<file path="src/hw/rtl/sac_pkg.sv">
// package for the set-associative write-back cache unit
// sizes, address field widths, function codes and item structs; no dependencies

package sac_pkg;

  localparam int unsigned NUM_SETS       = 2;
  localparam int unsigned NUM_WAYS       = 4;
  localparam int unsigned BYTES_PER_LINE = 4;
  localparam int unsigned MEM_BLOCKS     = 32;

  localparam int unsigned NUM_LINES = NUM_SETS * NUM_WAYS;
  localparam int unsigned MEM_BYTES = MEM_BLOCKS * BYTES_PER_LINE;
  localparam int unsigned LD_BYTES  = NUM_LINES * BYTES_PER_LINE;

  localparam int unsigned OFF_W  = $clog2(BYTES_PER_LINE);
  localparam int unsigned SET_W  = $clog2(NUM_SETS);
  localparam int unsigned WAY_W  = $clog2(NUM_WAYS);
  localparam int unsigned LINE_W = SET_W + WAY_W;
  localparam int unsigned BLK_W  = $clog2(MEM_BLOCKS);
  localparam int unsigned ADDR_W = BLK_W + OFF_W;
  localparam int unsigned TAG_W  = BLK_W - SET_W;
  localparam int unsigned LD_AW  = LINE_W + OFF_W;
  localparam int unsigned CNT_W  = 16;
  localparam int unsigned BCNT_W = OFF_W + 1;

  localparam logic [1:0] FUNC_READ    = 2'd0;
  localparam logic [1:0] FUNC_WRITE   = 2'd1;
  localparam logic [1:0] FUNC_PRELOAD = 2'd2;

  localparam int unsigned CNT_RD_HIT  = 0;
  localparam int unsigned CNT_RD_MISS = 1;
  localparam int unsigned CNT_WR_HIT  = 2;
  localparam int unsigned CNT_WR_MISS = 3;
  localparam int unsigned NUM_CNT     = 4;

  typedef struct packed {
    logic [1:0]        func;
    logic [ADDR_W-1:0] address;
    logic [7:0]        write_data;
  } sac_in_t;

  typedef struct packed {
    logic              hit;
    logic [7:0]        read_data;
    logic [LINE_W-1:0] cache_line;
    logic [BLK_W-1:0]  block_number;
    logic              wrote_back;
    logic [BLK_W-1:0]  victim_block;
    logic [CNT_W-1:0]  read_hit_count;
    logic [CNT_W-1:0]  read_miss_count;
    logic [CNT_W-1:0]  write_hit_count;
    logic [CNT_W-1:0]  write_miss_count;
  } sac_out_t;

endpackage

</file>
<file path="src/hw/rtl/set_assoc_fifo_writeback_cache_unit.sv">
// top level of the set-associative fifo-replacement write-back cache unit
// uses sac_pkg and two sac_ram instances (backing memory and line data)

// One item at a time: in_ready_o is high only while the sequencer is idle. A
// preload, a write hit or an unused code goes from lookup straight to the
// result, a read hit first reads its byte from the line data, and a miss
// refills the line through the byte-wide memory port, after first copying a
// dirty victim back. The result waits in an output register, so the next
// item can be accepted while it is still pending. Backing memory is not
// cleared: reading a byte that was never preloaded or written back gives
// undefined data.

module set_assoc_fifo_writeback_cache_unit (
  input  logic              clk_i,
  input  logic              rst_ni,
  input  logic              in_valid_i,
  output logic              in_ready_o,
  input  sac_pkg::sac_in_t  in_data_i,
  output logic              out_valid_o,
  input  logic              out_ready_i,
  output sac_pkg::sac_out_t out_data_o
);

  typedef enum logic [5:0] {
    S_IDLE = 6'b000001,
    S_LOOK = 6'b000010,
    S_HRD  = 6'b000100,
    S_WB   = 6'b001000,
    S_FILL = 6'b010000,
    S_DONE = 6'b100000
  } state_e;

  state_e state_q, state_d;

  sac_pkg::sac_in_t req_q;
  logic [sac_pkg::TAG_W-1:0]  tag_q [sac_pkg::NUM_LINES];
  logic [sac_pkg::NUM_LINES-1:0] valid_q, dirty_q;
  logic [sac_pkg::WAY_W-1:0]  fifo_q [sac_pkg::NUM_SETS];
  logic [sac_pkg::CNT_W-1:0]  cnt_q [sac_pkg::NUM_CNT];
  logic [sac_pkg::BCNT_W-1:0] bcnt_q;

  logic                       hit_q, wb_q;
  logic [7:0]                 rdata_q;
  logic [sac_pkg::LINE_W-1:0] line_q;
  logic [sac_pkg::BLK_W-1:0]  victim_q;

  logic                     out_valid_q;
  sac_pkg::sac_out_t        out_q;

  logic [sac_pkg::OFF_W-1:0] req_off;
  logic [sac_pkg::SET_W-1:0] req_set;
  logic [sac_pkg::TAG_W-1:0] req_tag;
  logic [sac_pkg::BLK_W-1:0] req_blk;
  logic                      is_write, is_access;

  logic                       hit_c;
  logic [sac_pkg::WAY_W-1:0]  hway_c, vway_c;
  logic [sac_pkg::LINE_W-1:0] hline_c, vline_c, lidx;
  logic [sac_pkg::OFF_W-1:0]  bidx, bidx_m1;
  logic                       bcnt_zero, bcnt_last;

  logic                       mem_we;
  logic [sac_pkg::ADDR_W-1:0] mem_waddr, mem_raddr;
  logic [7:0]                 mem_wdata, mem_rdata;
  logic                       ld_we;
  logic [sac_pkg::LD_AW-1:0]  ld_waddr, ld_raddr;
  logic [7:0]                 ld_wdata, ld_rdata;
  logic [7:0]                 fill_byte;

  assign req_off   = req_q.address[sac_pkg::OFF_W-1:0];
  assign req_blk   = req_q.address[sac_pkg::ADDR_W-1:sac_pkg::OFF_W];
  assign req_set   = req_q.address[sac_pkg::OFF_W +: sac_pkg::SET_W];
  assign req_tag   = req_q.address[sac_pkg::ADDR_W-1:sac_pkg::OFF_W+sac_pkg::SET_W];
  assign is_write  = (req_q.func == sac_pkg::FUNC_WRITE);
  assign is_access = (req_q.func == sac_pkg::FUNC_READ) || is_write;

  // tag compare over the ways of the set, lowest way wins
  always_comb begin
    hit_c  = 1'b0;
    hway_c = '0;
    for (int w = 0; w < sac_pkg::NUM_WAYS; w++) begin
      lidx = {req_set, sac_pkg::WAY_W'(w)};
      if (!hit_c && valid_q[lidx] && (tag_q[lidx] == req_tag)) begin
        hit_c  = 1'b1;
        hway_c = sac_pkg::WAY_W'(w);
      end
    end
  end

  assign vway_c    = fifo_q[req_set];
  assign hline_c   = {req_set, hway_c};
  assign vline_c   = {req_set, vway_c};
  assign bidx      = bcnt_q[sac_pkg::OFF_W-1:0];
  assign bidx_m1   = sac_pkg::OFF_W'(bcnt_q - sac_pkg::BCNT_W'(1));
  assign bcnt_zero = (bcnt_q == '0);
  assign bcnt_last = (bcnt_q == sac_pkg::BCNT_W'(sac_pkg::BYTES_PER_LINE));

  // write miss merges its byte while the line is refilled
  assign fill_byte = (is_write && (bidx_m1 == req_off)) ? req_q.write_data : mem_rdata;

  always_comb begin
    mem_we    = ((state_q == S_LOOK) && (req_q.func == sac_pkg::FUNC_PRELOAD)) ||
                ((state_q == S_WB) && !bcnt_zero);
    mem_waddr = (state_q == S_LOOK) ? req_q.address : {victim_q, bidx_m1};
    mem_wdata = (state_q == S_LOOK) ? req_q.write_data : ld_rdata;
    mem_raddr = {req_blk, bidx};

    ld_we     = ((state_q == S_LOOK) && hit_c && is_write) ||
                ((state_q == S_FILL) && !bcnt_zero);
    ld_waddr  = (state_q == S_LOOK) ? {hline_c, req_off} : {line_q, bidx_m1};
    ld_wdata  = (state_q == S_LOOK) ? req_q.write_data : fill_byte;
    ld_raddr  = (state_q == S_LOOK) ? {hline_c, req_off} : {line_q, bidx};
  end

  sac_ram #(
    .DEPTH (sac_pkg::MEM_BYTES),
    .WIDTH (8)
  ) u_mem (
    .clk_i   (clk_i),
    .we_i    (mem_we),
    .waddr_i (mem_waddr),
    .wdata_i (mem_wdata),
    .raddr_i (mem_raddr),
    .rdata_o (mem_rdata)
  );

  sac_ram #(
    .DEPTH (sac_pkg::LD_BYTES),
    .WIDTH (8)
  ) u_line_data (
    .clk_i   (clk_i),
    .we_i    (ld_we),
    .waddr_i (ld_waddr),
    .wdata_i (ld_wdata),
    .raddr_i (ld_raddr),
    .rdata_o (ld_rdata)
  );

  always_comb begin
    state_d = state_q;
    unique case (state_q)
      S_IDLE: if (in_valid_i) state_d = S_LOOK;
      S_LOOK: begin
        if (!is_access || (hit_c && is_write)) begin
          state_d = S_DONE;
        end else if (hit_c) begin
          state_d = S_HRD;
        end else if (valid_q[vline_c] && dirty_q[vline_c]) begin
          state_d = S_WB;
        end else begin
          state_d = S_FILL;
        end
      end
      S_HRD:  state_d = S_DONE;
      S_WB:   if (bcnt_last) state_d = S_FILL;
      S_FILL: if (bcnt_last) state_d = S_DONE;
      S_DONE: if (!out_valid_q || out_ready_i) state_d = S_IDLE;
      default: state_d = S_IDLE;
    endcase
  end

  // control state
  always_ff @(posedge clk_i or negedge rst_ni) begin
    if (!rst_ni) begin
      state_q     <= S_IDLE;
      valid_q     <= '0;
      dirty_q     <= '0;
      bcnt_q      <= '0;
      out_valid_q <= 1'b0;
      for (int s = 0; s < sac_pkg::NUM_SETS; s++) fifo_q[s] <= '0;
      for (int c = 0; c < sac_pkg::NUM_CNT; c++) cnt_q[c] <= '0;
    end else begin
      state_q <= state_d;
      if ((state_q == S_DONE) && (!out_valid_q || out_ready_i)) begin
        out_valid_q <= 1'b1;
      end else if (out_ready_i) begin
        out_valid_q <= 1'b0;
      end
      unique case (state_q)
        S_LOOK: begin
          bcnt_q <= '0;
          if (is_access) begin
            if (hit_c) begin
              if (is_write) begin
                dirty_q[hline_c] <= 1'b1;
                if (cnt_q[sac_pkg::CNT_WR_HIT] != '1) begin
                  cnt_q[sac_pkg::CNT_WR_HIT] <= cnt_q[sac_pkg::CNT_WR_HIT] + 1'b1;
                end
              end else if (cnt_q[sac_pkg::CNT_RD_HIT] != '1) begin
                cnt_q[sac_pkg::CNT_RD_HIT] <= cnt_q[sac_pkg::CNT_RD_HIT] + 1'b1;
              end
            end else begin
              fifo_q[req_set] <= vway_c + 1'b1;
              if (is_write) begin
                if (cnt_q[sac_pkg::CNT_WR_MISS] != '1) begin
                  cnt_q[sac_pkg::CNT_WR_MISS] <= cnt_q[sac_pkg::CNT_WR_MISS] + 1'b1;
                end
              end else if (cnt_q[sac_pkg::CNT_RD_MISS] != '1) begin
                cnt_q[sac_pkg::CNT_RD_MISS] <= cnt_q[sac_pkg::CNT_RD_MISS] + 1'b1;
              end
            end
          end
        end
        S_WB: begin
          bcnt_q <= bcnt_last ? '0 : bcnt_q + 1'b1;
        end
        S_FILL: begin
          bcnt_q <= bcnt_q + 1'b1;
          if (bcnt_last) begin
            valid_q[line_q] <= 1'b1;
            dirty_q[line_q] <= is_write;
          end
        end
        default: ;
      endcase
    end
  end

  // payload
  always_ff @(posedge clk_i) begin
    if ((state_q == S_IDLE) && in_valid_i) req_q <= in_data_i;
    case (state_q)
      S_LOOK: begin
        hit_q    <= is_access && hit_c;
        wb_q     <= is_access && !hit_c && valid_q[vline_c] && dirty_q[vline_c];
        victim_q <= {tag_q[vline_c], req_set};
        line_q   <= !is_access ? '0 : (hit_c ? hline_c : vline_c);
        rdata_q  <= (is_write || (req_q.func == sac_pkg::FUNC_PRELOAD)) ?
                    req_q.write_data : 8'h00;
        if (is_access && !hit_c) tag_q[vline_c] <= req_tag;
      end
      S_HRD:  rdata_q <= ld_rdata;
      S_FILL: if (!bcnt_zero && (bidx_m1 == req_off)) rdata_q <= fill_byte;
      S_DONE: begin
        if (!out_valid_q || out_ready_i) begin
          out_q.hit              <= hit_q;
          out_q.read_data        <= rdata_q;
          out_q.cache_line       <= line_q;
          out_q.block_number     <= req_blk;
          out_q.wrote_back       <= wb_q;
          out_q.victim_block     <= wb_q ? victim_q : '0;
          out_q.read_hit_count   <= cnt_q[sac_pkg::CNT_RD_HIT];
          out_q.read_miss_count  <= cnt_q[sac_pkg::CNT_RD_MISS];
          out_q.write_hit_count  <= cnt_q[sac_pkg::CNT_WR_HIT];
          out_q.write_miss_count <= cnt_q[sac_pkg::CNT_WR_MISS];
        end
      end
      default: ;
    endcase
  end

  assign in_ready_o  = (state_q == S_IDLE);
  assign out_valid_o = out_valid_q;
  assign out_data_o  = out_q;

endmodule

</file>
<file path="src/hw/rtl/sac_ram.sv">
// generic single-port-write, single-port-read ram with registered read data
// no dependencies

module sac_ram #(
  parameter int unsigned DEPTH = 32,
  parameter int unsigned WIDTH = 8,
  parameter int unsigned AW    = $clog2(DEPTH)
) (
  input  logic             clk_i,
  input  logic             we_i,
  input  logic [AW-1:0]    waddr_i,
  input  logic [WIDTH-1:0] wdata_i,
  input  logic [AW-1:0]    raddr_i,
  output logic [WIDTH-1:0] rdata_o
);

  logic [WIDTH-1:0] mem_q [DEPTH];

  always_ff @(posedge clk_i) begin
    if (we_i) begin
      mem_q[waddr_i] <= wdata_i;
    end
  end

  always_ff @(posedge clk_i) begin
    rdata_o <= mem_q[raddr_i];
  end

endmodule

</file>
<file path="config.mk">
export PLATFORM = sky130hd
export DESIGN_NAME = set_assoc_fifo_writeback_cache_unit
export DESIGN_NICKNAME = d
export VERILOG_FILES = /design/src/hw/rtl/sac_pkg.sv /design/src/hw/rtl/set_assoc_fifo_writeback_cache_unit.sv /design/src/hw/rtl/sac_ram.sv
export SDC_FILE = /design/constraint.sdc
export NUM_CORES = 2
export LEC_CHECK = 0
export ABC_AREA = 1
export BUFFER_PORTS_ARGS = -buffer_cell sky130_fd_sc_hd__clkbuf_2
export CELL_PAD_IN_SITES_DETAIL_PLACEMENT = 1
export CELL_PAD_IN_SITES_GLOBAL_PLACEMENT = 2
export CORE_MARGIN = 4
export CORE_UTILIZATION = 40
export CTS_CLUSTER_SIZE = 20
export DETAILED_ROUTE_END_ITERATION = 10
export HOLD_SLACK_MARGIN = 0.03
export PLACE_DENSITY = 0.78
export SLEW_MARGIN = 5
export SYNTH_ARGS = -nofsm -noshare
export SYNTH_HDL_FRONTEND = slang
export SYNTH_SLANG_ARGS = --single-unit
</file>
<file path="constraint.sdc">
create_clock -name clk_i -period 7.23 [get_ports clk_i]
set_input_delay 0 -clock clk_i [delete_from_list [all_inputs] [get_ports clk_i]]
set_output_delay 0 -clock clk_i [all_outputs]
set_load 0.005 [all_outputs]
</file>
== Word-level counts from Yosys, hierarchy flattened ==
Memories as Yosys holds them, arrays and structs flattened. A register that Yosys moved wholly into a read port is not among the register bits.
Index checks and enable logic that the tools add are counted.

* Register bits: 216
* Bits in latches: 0
* RAM bits: 1312
* ROM bits: 0
* Bits of input ports: 21
* Word-level logic and storage cells: 203
* Memories: 3

{| class="wikitable"
|+ Memory list
! memory !! depth !! bits a word !! read ports !! clocked after memory_dff !! wr ports !! RTL line !! RTL
|-
| u_mem.mem_q || 128 || 8 || 1 || 1 || 1 || sac_ram.sv:17 || <nowiki>logic [WIDTH-1:0] mem_q [DEPTH];</nowiki>
|-
| u_line_data.mem_q || 32 || 8 || 1 || 1 || 1 || sac_ram.sv:17 ||
|-
| tag_q || 8 || 4 || 5 || 5 || 1 || set_assoc_fifo_writeback_cache_unit.sv:36 || <nowiki>logic [sac_pkg::TAG_W-1:0] tag_q [sac_pkg::NUM_LINES];</nowiki>
|}

* Add/sub/neg operators: 7
* Multiply operators: 0
* Div/mod/pow operators: 0
* Order comparisons: 11
* Eq/ne operators: 26
* Shift operators: 0
* Muxes and demuxes: 68
* Bitwise operators: 5
* Reductions and logical operators: 54

{| class="wikitable"
|+ Operators by type and width
! kind !! number
|-
| $mux W8 || 9
|-
| $add A16 B1 Y16 const B || 4
|-
| $ne A16 B16 Y1 const B || 4
|-
| $pmux W6 S6 || 1
|-
| $mux W6 || 5
|-
| $lt A3 B4 Y1 const B || 7
|-
| $mux W1 || 26
|-
| $logic_and A1 B1 Y1 || 25
|-
| $reduce_and A5 Y1 || 5
|-
| $pmux W8 S3 || 1
|-
| $mux W5 || 4
|-
| $eq A4 B4 Y1 || 4
|-
| $or A8 B8 Y8 || 2
|-
| $pmux W8 S2 || 1
|-
| $mux W3 || 5
|-
| $mux W2 || 7
|-
| $ne A2 B2 Y1 const B || 7
|-
| $pmux W3 S3 || 1
|-
| $bwmux W8 || 1
|-
| $logic_not A1 Y1 || 7
|-
| $mux W7 || 1
|-
| $bmux W1 S3 || 2
|-
| $demux W1 S3 || 2
|-
| $eq A6 B1 Y1 const B || 1
|-
| 28 further kinds || 39
|}

== Logic depth before layout (Yosys ltp) ==
* Word-level depth: 25
* Mapped depth: 20

== By module ==
From an unflattened synthesis, not the netlist that was laid out.

* Cells, all modules: 5680
* Area total of the unflattened synthesis: 64473.1 µm²

{| class="wikitable"
|+ Modules (own cells, without submodules)
! module !! instances !! cells an instance !! area an instance (µm²) !! seq. area each (µm²)
|-
| sac_ram at u_mem || 1 || 3575 || 42104.1 || 30909.6
|-
| set_assoc_fifo_writeback_cache_unit || 1 || 1183 || 11582.4 || 6998.0
|-
| sac_ram at u_line_data || 1 || 922 || 10786.6 || 7847.5
|}

== Least setup slack after synthesis ==
OpenSTA, ideal clock, no wires.

* Kind: reg2reg
* Start: reg state_q[0]
* End: mem u_mem.mem_q[0][0] (data pin)
* Setup time: 1.201 ns
* Arrival: 6.449 ns
* Setup slack: -0.420 ns
* Stages on the path, launching flop included: 8
* Path buffers: 3
* Clock period less this slack: 7.650 ns
* Path through: dfstp_2 -> nor2_1 -> nand2_2 -> inv_2 -> buf_2 -> buf_2 -> clkbuf_1 -> o21ai_0

* Word-level cells in the longest chain between the ends: 2

{| class="wikitable"
|+ RTL lines
! element !! RTL line !! RTL
|-
| from (decl) || set_assoc_fifo_writeback_cache_unit.sv:33 || <nowiki>state_e state_q, state_d;</nowiki>
|-
| from (signal assigned) || set_assoc_fifo_writeback_cache_unit.sv:173 || <nowiki>state_q <= state_d;</nowiki>
|-
| $eq A6 B2 Y1 || set_assoc_fifo_writeback_cache_unit.sv:105 || <nowiki>mem_wdata = (state_q == S_LOOK) ? req_q.write_data : ld_rdata;</nowiki>
|-
| $mux W8 || set_assoc_fifo_writeback_cache_unit.sv:105 ||
|-
| named net mem_wdata[0] || set_assoc_fifo_writeback_cache_unit.sv:64 || <nowiki>logic [7:0] mem_wdata, mem_rdata;</nowiki>
|-
| to (decl) || sac_ram.sv:17 ||
|}

The timed path passes the listed nets, and every way through them passes these cells.

== Worst setup path after layout ==
* Start: reg state_q[2]
* End: mem u_mem.mem_q[76][2] (enable)

* Word-level cells in the longest chain between the ends: 5
* Elaborated cells on any way between the ends: 8
* Classes of those cells: 2 x eq/ne; 3 x mux; 3 x reduce/logical

{| class="wikitable"
|+ RTL lines
! element !! RTL line !! RTL
|-
| $eq A6 B2 Y1 or $eq A6 B4 Y1 (tied branches) || set_assoc_fifo_writeback_cache_unit.sv:102, set_assoc_fifo_writeback_cache_unit.sv:104, set_assoc_fifo_writeback_cache_unit.sv:103 ||
|-
| $logic_and A1 B1 Y1 (on tied branches) || set_assoc_fifo_writeback_cache_unit.sv:102, set_assoc_fifo_writeback_cache_unit.sv:103 ||
|-
| $logic_or A1 B1 Y1 || set_assoc_fifo_writeback_cache_unit.sv:102 || <nowiki>mem_we = ((state_q == S_LOOK) && (req_q.func == sac_pkg::FUNC_PRELOAD)) ||</nowiki>
|-
| $mux W1 || sac_ram.sv:20 || <nowiki>if (we_i) begin</nowiki>
|-
| $mux W1 (implied by the code) || sac_ram.sv:21 || <nowiki>mem_q[waddr_i] <= wdata_i;</nowiki>
|}

Several ways; a longest one is shown, not always the timed one.

==> flow_summary.yaml <==
run_status:
  outcome: "complete, no violations"
final_layout:
  regArea_mm2: 0.04576
  drive_above_1_share: 0.09671
  nets: 5326
  area_growth_pct: 13.32
  fill_cells: 16290
  multi_input_area_mm2: 0.01553
cts:
  cts.sinks: 1545
  cts-hold-fix-buffers: 39
  cts-root-buf: "clkbuf_16"
  clock_latency_ps: 790
  clk_pin_slew_ps: 60
  clockBufferDepth: 3
  postCtsSetupBuffers: 0
  cts_resized: 0
  numCtsBuffers: 167
  htreeDepth: 4
  cts_tree: "built"
global_route:
  grt_antenna_before_repair: 7
  grt-ovfl-total: 0
  grt_first_pass_wirelength_mm: 277.6
  grt_pass1_vias: 43140
  grt_use_total: 0.2239
  grt_max_degree: 210
pwr:
  ir_drop_mv: 0.6195
  leakage_nw: 24.52
  combinationalPowerShare: 0.311
  net-switching-power_w: 0.01117
  seqPwrFrac: 0.402
  p_sw_frac: 0.3744
  p_per_area_mw_per_mm2: 415.8
  p_int_w: 0.01867
  power.total_w: 0.02984
  clkPwrFrac: 0.287
floorplanning:
  row_count: 145
  die_h_um: 405.9
  core_mm2: 0.1568
  die_x_um: 405.9
  initial_utilization: 0.4041
  design.die.area_mm2: 0.1648
  ios: 110
drt:
  drtAntennaViolNets: 0
  wl_per_cell_um: 24.89
  vias_per_cell: 5.605
  wl_met1_mm: 81.04
  routed-wl-met2_mm: 88.18
  routed.top_layer: "met4"
  dr_total_vias: 42040
  first_iter_violations: 4077
  drt_wl_total_mm: 186.7
  route.detailed.drc: 0
  drtPass1Iterations: 5
  met3_length_mm: 11.66
setup_path:
  startpoint: "state_q[2]"
  critical-path-max-stage-delay_ps: 790
  cp.depth: 11
  critPathSlowestCell: "nor2_1"
  r2r_setup_slack_ps: 2420
  r2r_end: "u_mem.mem_q[76][2]"
  arrival_ps: 5190
  r2r_cells: 11
  worstSetupPathType: "reg2reg"
  path_delay_family: "simple AND/OR/NAND/NOR gates"
  cp_cell_sequence: "inv_1, nand2_1, nor2_1, nand2_2, inv_2, buf_4, or2_2, o21ai_0, nor2_1, nand2_1, nor2_1"
  timing.rr.start: "state_q[2]"
  critPathBufInv: 3
  worst-path-max-fanout: 41
  worstPathRequired_ps: 7610
  end_kind: "register"
  crit_path_frequent_cell: "nor2_1"
  startpoint_type: "register"
synthesis:
  synth_edf_count: 1434
  syn_inst: 5220
  yosysUniqueCellTypes: 56
  ys_seq_area_frac: 0.7224
  async_reset_ff_frac: 0.06084
  ys.flop_type: "edfxtp_1"
  ys.warnings.count: 0
  ys_ff_latch: 1545
  synth.net_count: 5252
  synthesis.area_mm2: 0.06334
  syn_area_per_cell_um2: 12.13
timing:
  setup_tns_ps: 0
  fin_worst_skew_ps: 32.50
  rsz0062_at_grt: "no"
  timing.fmax_mhz: 207.7
  drv_slew: 0
  slew_headroom: 0.2750
  hold_viol: 0
  period_share: 0.6659
  worstMarginPinSlew_ps: 1083
  layout_min_cycle_time_ps: 4814
  setup_viol: 0
flow_run:
  cap_violations: 0
worst_hold_path:
  hold_end: "req_q[3]"
  whs_path_depth: 2
  min_from: "in_data_i[3]"
  worst_hold_path_type: "in2reg"
place:
  dpl.hpwl_mm: 109.1
  port_buffers: 109
  gp_congestion: 0.8222
==> area by class of cell <==
| cell class | count | share of cell area |
|---|---|---|
| Tap cell | 2058 | 0.03587 |
| Sequential cell | 1545 | 0.6376 |
| Antenna cell | 3 | 0.0001046 |
| Inverter | 227 | 0.01218 |
| Timing Repair Buffer | 210 | 0.02144 |
| Clock inverter | 88 | 0.01316 |
| Clock buffer | 226 | 0.06331 |
| Multi-Input combinational cell | 3143 | 0.2164 |
==> synthesized netlist by cell type, types with 3 or more instances <==
master | count | share of area
buf_2 | 77 | 0.0061
inv_1 | 214 | 0.013
nand3b_1 | 4 | 0.00047
nand4_1 | 14 | 0.0014
nor2_1 | 903 | 0.054
o31ai_1 | 4 | 0.00047
xor2_1 | 51 | 0.0071
nor3_1 | 43 | 0.0034
dfxtp_1 | 17 | 0.0054
mux2i_1 | 8 | 0.0013
o211ai_1 | 176 | 0.021
or2_2 | 42 | 0.0041
nor2_4 | 3 | 0.00053
edfxtp_1 | 1434 | 0.68
nand3_1 | 156 | 0.012
dfrtp_1 | 93 | 0.037
a21oi_1 | 17 | 0.0013
or2_1 | 10 | 0.00099
clkbuf_1 | 203 | 0.012
o21bai_1 | 19 | 0.0023
buf_1 | 7 | 0.00041
nand3_2 | 4 | 0.00063
o221ai_1 | 8 | 0.0011
nand2_1 | 601 | 0.036
o21ai_1 | 27 | 0.0021
buf_6 | 10 | 0.0018
clkinv_1 | 3 | 0.00018
and3_1 | 3 | 0.00030
xnor2_1 | 13 | 0.0018
ha_1 | 11 | 0.0022
o21ai_0 | 711 | 0.056
buf_4 | 8 | 0.00095
nand2_2 | 19 | 0.0019
inv_2 | 8 | 0.00047
nor4_1 | 9 | 0.00089
o22ai_1 | 260 | 0.026
nor2_2 | 4 | 0.00040
==> routing by layer <==
metal,global-route usage,up-vias
met5,0,-
met4,0.06976,0
li1,-,18960
met3,0.04148,317
met2,0.3646,1289
met1,0.3061,21470
==> power by group through the flow <==
stage | clock (W) | sequential, W | combinational [W]
floorplan | 0 | 0.0125 | 0.00532
global placement | 0 | 0.0122 | 0.00911
detailed placement | 0 | 0.0122 | 0.00924
CTS | 0.00872 | 0.0120 | 0.00931
global route | 0.00913 | 0.0120 | 0.0101
finish | 0.00858 | 0.0120 | 0.00928
==> sequential cells by signal (all words and copies together), names as in the netlist, named ones only <==
name,count
bcnt_q,3
cnt_q,64
dirty_q,8
fifo_q,4
hit_q,1
hline_c,1
line_q,3
mem_raddr,4
out_data_o,87
out_valid_o,1
rdata_q,8
req_off,2
req_q,10
state_q,6
tag_q,32
u_line_data.mem_q,256
u_line_data.rdata_o,8
u_mem.mem_q,1024
u_mem.rdata_o,8
valid_q,8
victim_q,5
wb_q,1
==> cell usage in the layout (no fill, tap or decap), types with 5 or more instances in the layout <==
cell type,n
or2_2,42
clkinv_2,20
dlygate4sd3_1,38
buf_12,11
clkinv_1,37
clkbuf_1,48
dfrtp_1,91
o21bai_1,19
a21oi_1,17
inv_2,8
nand2_1,600
o21ai_0,695
o211ai_1,176
clkinv_8,5
bufinv_16,15
nand3_1,156
inv_1,211
xor2_1,51
nor3_1,43
nand2_2,20
nor2_2,5
ha_1,11
nor4_1,9
buf_4,53
o21ai_1,26
o22ai_1,260
edfxtp_1,1434
inv_6,5
mux2i_1,8
clkbuf_8,8
or2_1,10
xnor2_1,13
nand4_1,14
clkbuf_2,108
nor2_1,901
clkbuf_16,170
o21ai_2,9
o21ai_4,10
o221ai_1,8
dfxtp_1,17
==> worst max-delay path by stage <==
stage | end | slack (ps)
floorplan | u_mem.mem_q[0][0] | -420
global placement | u_mem.mem_q[77][2] | 2700
detailed placement | u_mem.mem_q[77][6] | 2490
CTS | u_mem.mem_q[77][3] | 2480
global route | u_mem.mem_q[77][3] | 2220
finish | u_mem.mem_q[76][2] | 2420
==> cell families after synthesis <==
| family | share of synthesized area |
|---|---|
| buf+inv | 0.03483 |
| flops | 0.7224 |
| mux | 0.001264 |
| fa+ha+maj | 0.002173 |
| compound gates | 0.1121 |
| simple gates | 0.1184 |
| xor+xnor | 0.008850 |
==> per-stage QoR <==
| step | utilization | setup slack [ps] | std cells | area, um2 | hold slack, ps |
|---|---|---|---|---|---|
| 4_1_cts | 0.4579 | 2479 | 7497 | 71770 | 42.18 |
| 6_report | 0.4579 | 2416 | 7500 | 71780 | 95.86 |
| 3_5_place_dp | 0.4203 | 2491 | 7144 | 65880 | -36.03 |
| 2_1_floorplan | - | -420.2 | 5220 | 63340 | -295.6 |
| 5_1_grt | 0.4579 | 2216 | 7497 | 71770 | 59.28 |
| 3_3_place_gp | 0.4203 | 2704 | 7144 | 65880 | -38.17 |
Note: power is estimated with default switching activity, not from simulation.
